==> config.mk <==
export PLATFORM = sky130hd
export DESIGN_NAME = rpvc_seen_ram
export DESIGN_NICKNAME = d
export VERILOG_FILES = /design/src/hw/rtl/rpvc_pkg.sv /design/src/hw/rtl/rpvc_seen_ram.sv
export SDC_FILE = /design/constraint.sdc
export NUM_CORES = 1
export LEC_CHECK = 0
export ABC_AREA = 1
export BUFFER_PORTS_ARGS = -buffer_cell sky130_fd_sc_hd__buf_2
export CORE_MARGIN = 10
export CORE_UTILIZATION = 30
export CTS_CLUSTER_DIAMETER = 80
export DETAILED_ROUTE_END_ITERATION = 10
export PLACE_DENSITY = 0.41
export SYNTH_ARGS = -nofsm -noshare
export SYNTH_HDL_FRONTEND = slang
export SYNTH_SLANG_ARGS = --single-unit
==> constraint.sdc <==
create_clock -name clk -period 3.9 [get_ports clk]
set_input_delay 0.78 -clock clk [delete_from_list [all_inputs] [get_ports clk]]
set_output_delay 0.78 -clock clk [all_outputs]
set_load 0.005 [all_outputs]
==> src/hw/rtl/rpvc_pkg.sv <==
// Shared constants and types for the range paint visible count block.
package rpvc_pkg;
  localparam int LEAVES     = 2048;
  localparam int TREE_NODES = 8192;
  localparam int MAX_COLORS = 1023;
  localparam int LEAF_W  = $clog2(LEAVES);
  localparam int NODE_W  = $clog2(TREE_NODES);
  localparam int FNODE_W = NODE_W + 2;  // room for 2*x+2 of the last node
  localparam int COLOR_W = 10;
  localparam int STACK_D = 16;
  localparam int SP_W    = $clog2(STACK_D) + 1;

  localparam logic [1:0] MODE_PAINT = 2'd0;
  localparam logic [1:0] MODE_COUNT = 2'd1;
  localparam logic [1:0] MODE_CLEAR = 2'd2;

  // one pending walk frame: node and its span
  typedef struct packed {
    logic [FNODE_W-1:0] node;
    logic [LEAF_W-1:0]  lo;
    logic [LEAF_W-1:0]  hi;
  } frame_t;

  // one-hot sequencer states
  typedef enum logic [6:0] {
    S_IDLE  = 7'b0000001,
    S_CLR   = 7'b0000010,
    S_RD    = 7'b0000100,
    S_EVAL  = 7'b0001000,
    S_PUSHA = 7'b0010000,
    S_PUSHB = 7'b0100000,
    S_MARK  = 7'b1000000
  } state_t;
endpackage

==> src/hw/rtl/rpvc_seen_ram.sv <==
// Color seen marks: one write port, one registered read port.
module rpvc_seen_ram
  import rpvc_pkg::*;
(
  input  logic               clk,
  input  logic               we,
  input  logic [COLOR_W-1:0] waddr,
  input  logic               wdata,
  input  logic [COLOR_W-1:0] raddr,
  output logic               rdata
);
  logic mem [MAX_COLORS+1];

  always_ff @(posedge clk) begin
    if (we) mem[waddr] <= wdata;
    rdata <= mem[raddr];
  end
endmodule
After elaboration in Yosys (flattened, before gate mapping):

Memories as Yosys holds them, arrays and structs flattened. A register that Yosys moved wholly into a read port is not among the register bits.
Cells that the tools add are included.
Widths: inputs -> output; s select.

* output and inout port bits: 1
* memory bits (writable): 1024
* word-level logic and storage cells: 3
* register bits after elaboration: 0
* memories kept: 1
* input bits: 23

Memories
* mem: depth 1024, width 1, rd ports 1, clocked after Yosys merged registers in 1, write ports 1, RTL line rpvc_seen_ram.sv:12 `logic mem [MAX_COLORS+1];`

* multiplexer cells: 2

Operators by type and width (number)
* $mux 1: 2

Logic depth before layout (Yosys ltp):

Gate-level depths: netlist of run 1.

* depth in word-level cells: 2
* gate-level depth with buffers: 16
* depth with buffers taken out: 13

Least setup slack after synthesis of run 1:

OpenSTA, ideal clock, no wires.

* kind: input-to-reg
* start: input port we
* end: memory mem[800] (enable)
* cell stages on the path: 5
* arrival time: 1932 ps
* required time: 3600 ps
* library setup time: 300 ps
* path buffers: 3
* setup slack: 1668 ps
* path through: clkbuf_1 buf_1 nand3_1 clkbuf_1 nor2_1

* word-level cells in the longest chain between the ends: 2

Ends and longest elaborated chain
* from (decl): RTL line rpvc_seen_ram.sv:6 `input logic we,`
* $mux 1: RTL line rpvc_seen_ram.sv:15 `if (we) mem[waddr] <= wdata;`
* $mux 1 (implied by the code): RTL line rpvc_seen_ram.sv:15
* to (decl): RTL line rpvc_seen_ram.sv:12

Every way passes these cells.

==> metrics.yaml, run 1 <==
outcome:
  outcome: "finished, final reports clean"
pwr:
  leakagePower_nw: 17.1
  vdd_drop_max_mv: 0.350
  powerDensity_nw_per_um2: 458
finish:
  areaGrowthSynthToFinish_pct: 12.9
  nets: 4600
  final_core_util_pct: 34.0
  final_cell_mix: "nand2_1, nor2_1, edfxtp_1"
  final_common_cell: "nand2_1"
  layout-drive-gt1-share_pct: 7.97
  n_fill_cell: 15882
  seqCellArea_sq_um: 30800
  multi_input_area_sq_um: 13400
sta:
  skew_ns: 0.0202
  max_slew.worst_pin.slew_ns: 1.00
  period_needed_ns: 2.84
  setup_viol: 0
  fmax_mhz: 353
  finalHoldViolations: 0
  grt_setup_unrepaired: "no"
  drv_slew: 0
  hold-worst-slack_ns: 0.451
  relSlewSlack_pct: 33.1
  period_share_pct: 72.7
  tns_ns: 0
clock_tree:
  clkSinkCount: 1025
  post_cts_buffers: 0
  cts_tree: "built"
  htreeDepth: 3
  root_buffer: "clkbuf_16"
  cts_resized: 0
  clk_path_buf_depth: 3
  cts_made_buffers: 117
  holdBufCountCts: 0
  clk_latency_ns: 0.74
  path_clk_slew_ns: 0.06
drt:
  firstDrtPassIters: 5
  routed.top_layer: "met5"
  ant_nets: 0
  via_count: 34038
  wl_per_cell_um: 24.6
  vias_per_cell: 5.07
  wl_met2_um: 76600
  dr.first_iter.drc_count: 3015
  wirelength_um: 165000
  route.met3.wl_um: 9270
  wl_met1_um: 75900
  post-route-drc-count: 0
die:
  die_y_um: 413
  ios: 24
  initial_core_util_pct: 30.2
  die_area_sq_um: 171000
  coreArea_sq_um: 154000
  std_cell_rows: 144
  die_w_um: 413
run:
  cap_violations: 0
yosys:
  syn-cell-area_sq_um: 46400
  synth_nets: 4702
  synthCells: 4679
  yosysSeqAreaShare_pct: 66.3
  ys_warn_count: 0
  synth-seq-cells: 1025
  syn_avg_cell_area_sq_um: 9.91
  synth.distinct_cells: 17
grt:
  grt_pass1_wl_um: 241000
  overflow: 0
  grtUsageTotal_pct: 19.1
  grt_pass1_vias: 33347
  antenna_found_initial: 10
  grt_max_degree: 161
critical_path:
  critPathLaunchType: "primary input"
  r2r-start: "mem[599]$_DFFE_PP_"
  crit_fanout: 38
  regToRegSetupSlack_ns: 1.94
  crit_arrival_ns: 3.45
  ff2ff_path_depth: 12
  reg2reg_to: "rdata$_DFF_P_"
  crit_type: "primary input to register"
  end_kind: "register"
  cp_data_required_time_ns: 4.51
place:
  dpl.hpwl_um: 87000
  io_buffers: 23
  gp_congestion: 0.761
hold_path:
  hold_depth: 3
  holdCritStartpoint: "raddr[9]"
  hold_path.class: "primary input to register"
  hold_path_end: "rdata$_DFF_P_"
==> power breakdown <==
part	internal, mW	total (mW)	switching [mW]
Clock	5.68	10.3	4.57
Sequential	12.1	12.1	0.00457
Combinational	0.390	1.60	1.21
Total	18.2	24.0	5.78
==> cell families (layout without fill, tap and decap cells) <==
family,after synthesis,after routing,synth area share [%]
buffers and inverters,458,448,4.94
flip-flops,1025,1025,66.3
other,0,4,0
AND/OR/NAND/NOR,3196,3196,28.7
==> stage by stage <==
step	power (mW)	instances	worst slack, ns	instance area [sq um]
4_1_cts	24.3	6713	1.12	52300
6_report	24.0	6717	1.06	52400
3_3_place_gp	14.0	6502	0.281	48900
5_1_grt	24.8	6713	0.976	52300
3_5_place_dp	14.0	6502	0.325	48900
2_1_floorplan	13.2	4679	1.67	46400
==> cell usage after synthesis <==
library cell | count | share of area [%]
buf_6 | 50 | 1.2
nand4_1 | 7 | 0.094
nor2_1 | 1042 | 8.4
nor3_1 | 22 | 0.24
inv_2 | 3 | 0.024
nand3_1 | 1021 | 11
buf_2 | 123 | 1.3
clkbuf_1 | 196 | 1.6
edfxtp_1 | 1024 | 66
nand2_1 | 1102 | 8.9
nor3_2 | 2 | 0.043
buf_4 | 7 | 0.11
inv_1 | 42 | 0.34
buf_1 | 35 | 0.28
inv_6 | 1 | 0.019
dfxtp_1 | 1 | 0.043
buf_8 | 1 | 0.032
==> flip-flops by register name (all words and copies together), names as in the netlist <==
signal,flops
mem,1024
rdata,1
==> routing by layer <==
layer / vias to the layer above / GRT usage [%]
li1: 15639 / -
met1: 17294 / 27.0
met3: 199 / 2.70
met5: - / 0
met4: 8 / 4.60
met2: 898 / 30.6
==> worst max-delay path by stage <==
stage,startpoint,endpoint,slack [ns]
after global routing,raddr[1],rdata$_DFF_P_,0.98
after global placement,raddr[1],rdata$_DFF_P_,0.28
after detailed placement,raddr[1],rdata$_DFF_P_,0.33
after CTS,raddr[1],rdata$_DFF_P_,1.12
after floorplan,we,mem[800]$_DFFE_PP_,1.67
final,raddr[1],rdata$_DFF_P_,1.06
==> critical path, stage by stage <==
cell	delay [ns]
buf_8	0.18
inv_8	0.31
buf_12	0.31
buf_4	0.26
buf_4	0.17
nand3_1	0.07
nand3_1	0.08
nand3_1	0.08
nand3_1	0.17
nand3_1	0.20
nand3_1	0.36
nand2_1	0.09
nand2_1	0.08
nand3_1	0.08
nand3_1	0.12
nand2_1	0.05
==> final cells by class <==
type | count | area share [%]
multi-input cells | 3196 | 25.6
diodes | 4 | 0.0191
inverters | 46 | 0.409
well taps | 2044 | 4.88
flip-flops and latches | 1025 | 58.8
repair buffers | 191 | 3.73
clock buffers | 154 | 5.94
clock inverters | 57 | 0.640
(Power assumes the default switching activity.)
==> run 2, diff against run 1 <==
- ABC_AREA: 1 -> 0
- PLACE_DENSITY: 0.41 -> 0.42
- clock period: 3.9 -> 2.41 ns (I/O delays scaled with it)
==> metrics.yaml, run 2 <==
outcome:
  outcome: "finished, violations left"
  violations: "negative setup slack"
finish:
  multi_input_area_sq_um: 12700
  final_common_cell: "nor2_1"
  seqCellArea_sq_um: 30800
  nets: 3291
  final_cell_mix: "nor2_1, edfxtp_1, buf_4"
  n_fill_cell: 14218
  layout-drive-gt1-share_pct: 23.0
  final_core_util_pct: 35.8
  regMostFlops: "mem"
  areaGrowthSynthToFinish_pct: 18.7
  largest_reg_flops: 1024
  reg_top3: "mem x1024, rdata x1"
yosys:
  syn_avg_cell_area_sq_um: 14.3
  syn-cell-area_sq_um: 44700
  synth_xor_area_share_pct: 0
  synthAdderAreaFrac_pct: 0
  synth_top_area_cell: "edfxtp_1"
  synthFlopType: "edfxtp_1"
  synth_top_cells_by_count: "nor2_1, edfxtp_1, mux4_2"
  synth-async-reset-ratio_pct: 0
  synth_top_area_share_pct: 68.9
  synth.most_common_cell: "nor2_1"
  synth.distinct_cells: 56
  synth_top_family_by_area: "multiplexers"
  synthMuxAreaShare_pct: 13.7
  synth_nets: 3135
  synthCells: 3112
  ys_warn_count: 0
  synth_simple_gate_area_share_pct: 11.2
  synth_area_leaders: "edfxtp_1, mux4_2, nor2_1"
  yosysSeqAreaShare_pct: 68.9
  synth_compound_area_share_pct: 2.83
  synth-edff-count: 1024
  synth-seq-cells: 1025
critical_path:
  critPathMaxStageDelay_ns: 0.48
  crit_buf_inv: 1
  cp_data_required_time_ns: 3.01
  cp_top_family: "compound AO/OA/AOI/OAI gates"
  critPathLaunchType: "register"
  crit_arrival_ns: 3.23
  crit_type: "register to register"
  slowest_stage: "mux4_2"
  end_kind: "register"
  crit_chain: "mux4_2, a22oi_2, nand2_1, a21oi_2, nand4_1, and4_4, buf_4, a32oi_1, o2111ai_2"
  crit_fanout: 2
sta:
  setup_ws_ns: -0.218
  relSlewSlack_pct: 58.4
  fmax_mhz: 381
  setup_viol: 1
  grt_setup_unrepaired: "yes"
  period_needed_ns: 2.63
  skew_ns: 0.0255
  period_share_pct: 109
  drv_slew: 0
  hold-worst-slack_ns: 0.147
  max_slew.worst_pin.slew_ns: 0.624
  finalHoldViolations: 0
hold_path:
  hold_path.class: "primary input to register"
clock_tree:
  clkSinkCount: 1025
  root_buffer: "clkbuf_16"
  clk_path_buf_depth: 3
  holdBufCountCts: 0
  cts_tree: "built"
  clk_latency_ns: 0.74
  htreeDepth: 3
  cts_made_buffers: 116
  path_clk_slew_ns: 0.06
die:
  std_cell_rows: 141
  ios: 24
  coreArea_sq_um: 148000
  initial_core_util_pct: 30.2
  die_y_um: 406
  die_area_sq_um: 165000
  die_w_um: 406
pwr:
  vdd_drop_max_mv: 0.548
  leakagePower_nw: 16.2
  powerDensity_nw_per_um2: 752
drt:
  ant_nets: 0
  wirelength_um: 150000
  vias_per_cell: 5.26
  dr.first_iter.drc_count: 3031
  via_count: 27834
  post-route-drc-count: 0
  wl_per_cell_um: 28.3
  firstDrtPassIters: 5
grt:
  antenna_found_initial: 6
  grt_pass1_vias: 28073
  overflow: 0
  grt_max_degree: 145
  grtUsageTotal_pct: 17.9
  grt_pass1_wl_um: 212000
place:
  io_buffers: 23
  gp_congestion: 0.796
  dpl.hpwl_um: 88300
run:
  cap_violations: 0
## run 2: changes by cell type in the layout (fill, tap and decap cells not counted), moves of 15 or more
cell,change
a21oi_1,+35
mux2i_1,+122
nand3_1,-1005
a22oi_1,+16
nand2_2,-16
buf_12,+19
nand2_1,-1000
o22ai_1,+28
mux4_2,+205
inv_1,-37
o221ai_1,+49
clkbuf_1,-15
buf_4,+126
nand3_2,+21
## run 2: final cells by class
type                            instances  share of cell area, %
Clock inverter                         77                   1.43
Multi-Input combinational cell       1778                   23.9
Clock buffer                          137                   5.67
Timing Repair Buffer                  341                   6.34
Inverter                                6                 0.0425
Tap cell                             1930                   4.56
Antenna cell                            1                0.00472
Sequential cell                      1025                   58.1
## run 2: kinds of logic (layout without fill, tap and decap cells)
logic type,Yosys count,count (layout)
other,0,1
multiplexers,340,340
flip-flops,1025,1025
buffers and inverters,309,561
AND/OR/NAND/NOR,1260,1260
AO/OA/AOI/OAI,178,178
## run 2: per-layer routing
layer  GRT usage (%)  share of wire, %  routed length (um)  up-vias
met5               0             0.015                  23        -
li1                -                 -                   -    11827
met2            30.0                49               73400      902
met4            4.36               1.9                2910        4
met3            2.81               6.2                9220      170
met1            24.4                43               64300    14931
## run 2: what timing repair did
item                                   CTS  global route
endpoints found under the hold margin    0             0
cloned                                   1             0
pin swaps                                6             6
resized for setup                       17            15
setup endpoints to repair                1             1
setup buffers                            0             3
## run 2: worst paths after layout
kind | startpoint | to | slack (ns) | depth (start not counted)
min reg2reg | mem[192]$_DFFE_PP_ | rdata$_DFF_P_ | 1.19 | 6
min | wdata | mem[221]$_DFFE_PP_ | 0.15 | 1
max | mem[802]$_DFFE_PP_ | rdata$_DFF_P_ | -0.22 | 9
max reg2reg | mem[802]$_DFFE_PP_ | rdata$_DFF_P_ | -0.22 | 9
## run 2: report_power, final
| part | total, mW | switching (mW) | leakage [nW] | internal (mW) |
|---|---|---|---|---|
| clock network | 17.8 | 7.41 | 1.85 | 10.3 |
| logic | 2.46 | 1.52 | 5.15 | 0.931 |
| registers | 19.6 | 0.0102 | 9.21 | 19.6 |
| total | 39.8 | 8.95 | 16.2 | 30.9 |
## run 2: stage by stage
step	cell area [sq um]	worst slack, ns	instances	setup TNS (ns)	total power, mW
final	53000	-0.218	5295	-0.218	39.8
after global routing	53000	-0.306	5294	-0.306	41.1
after CTS	52900	-0.244	5291	-0.244	40.2
after detailed placement	49000	-1.24	5076	-1.60	22.4
after global placement	49000	-1.26	5076	-1.77	22.4
after floorplan	44700	-0.243	3112	-0.243	21.1
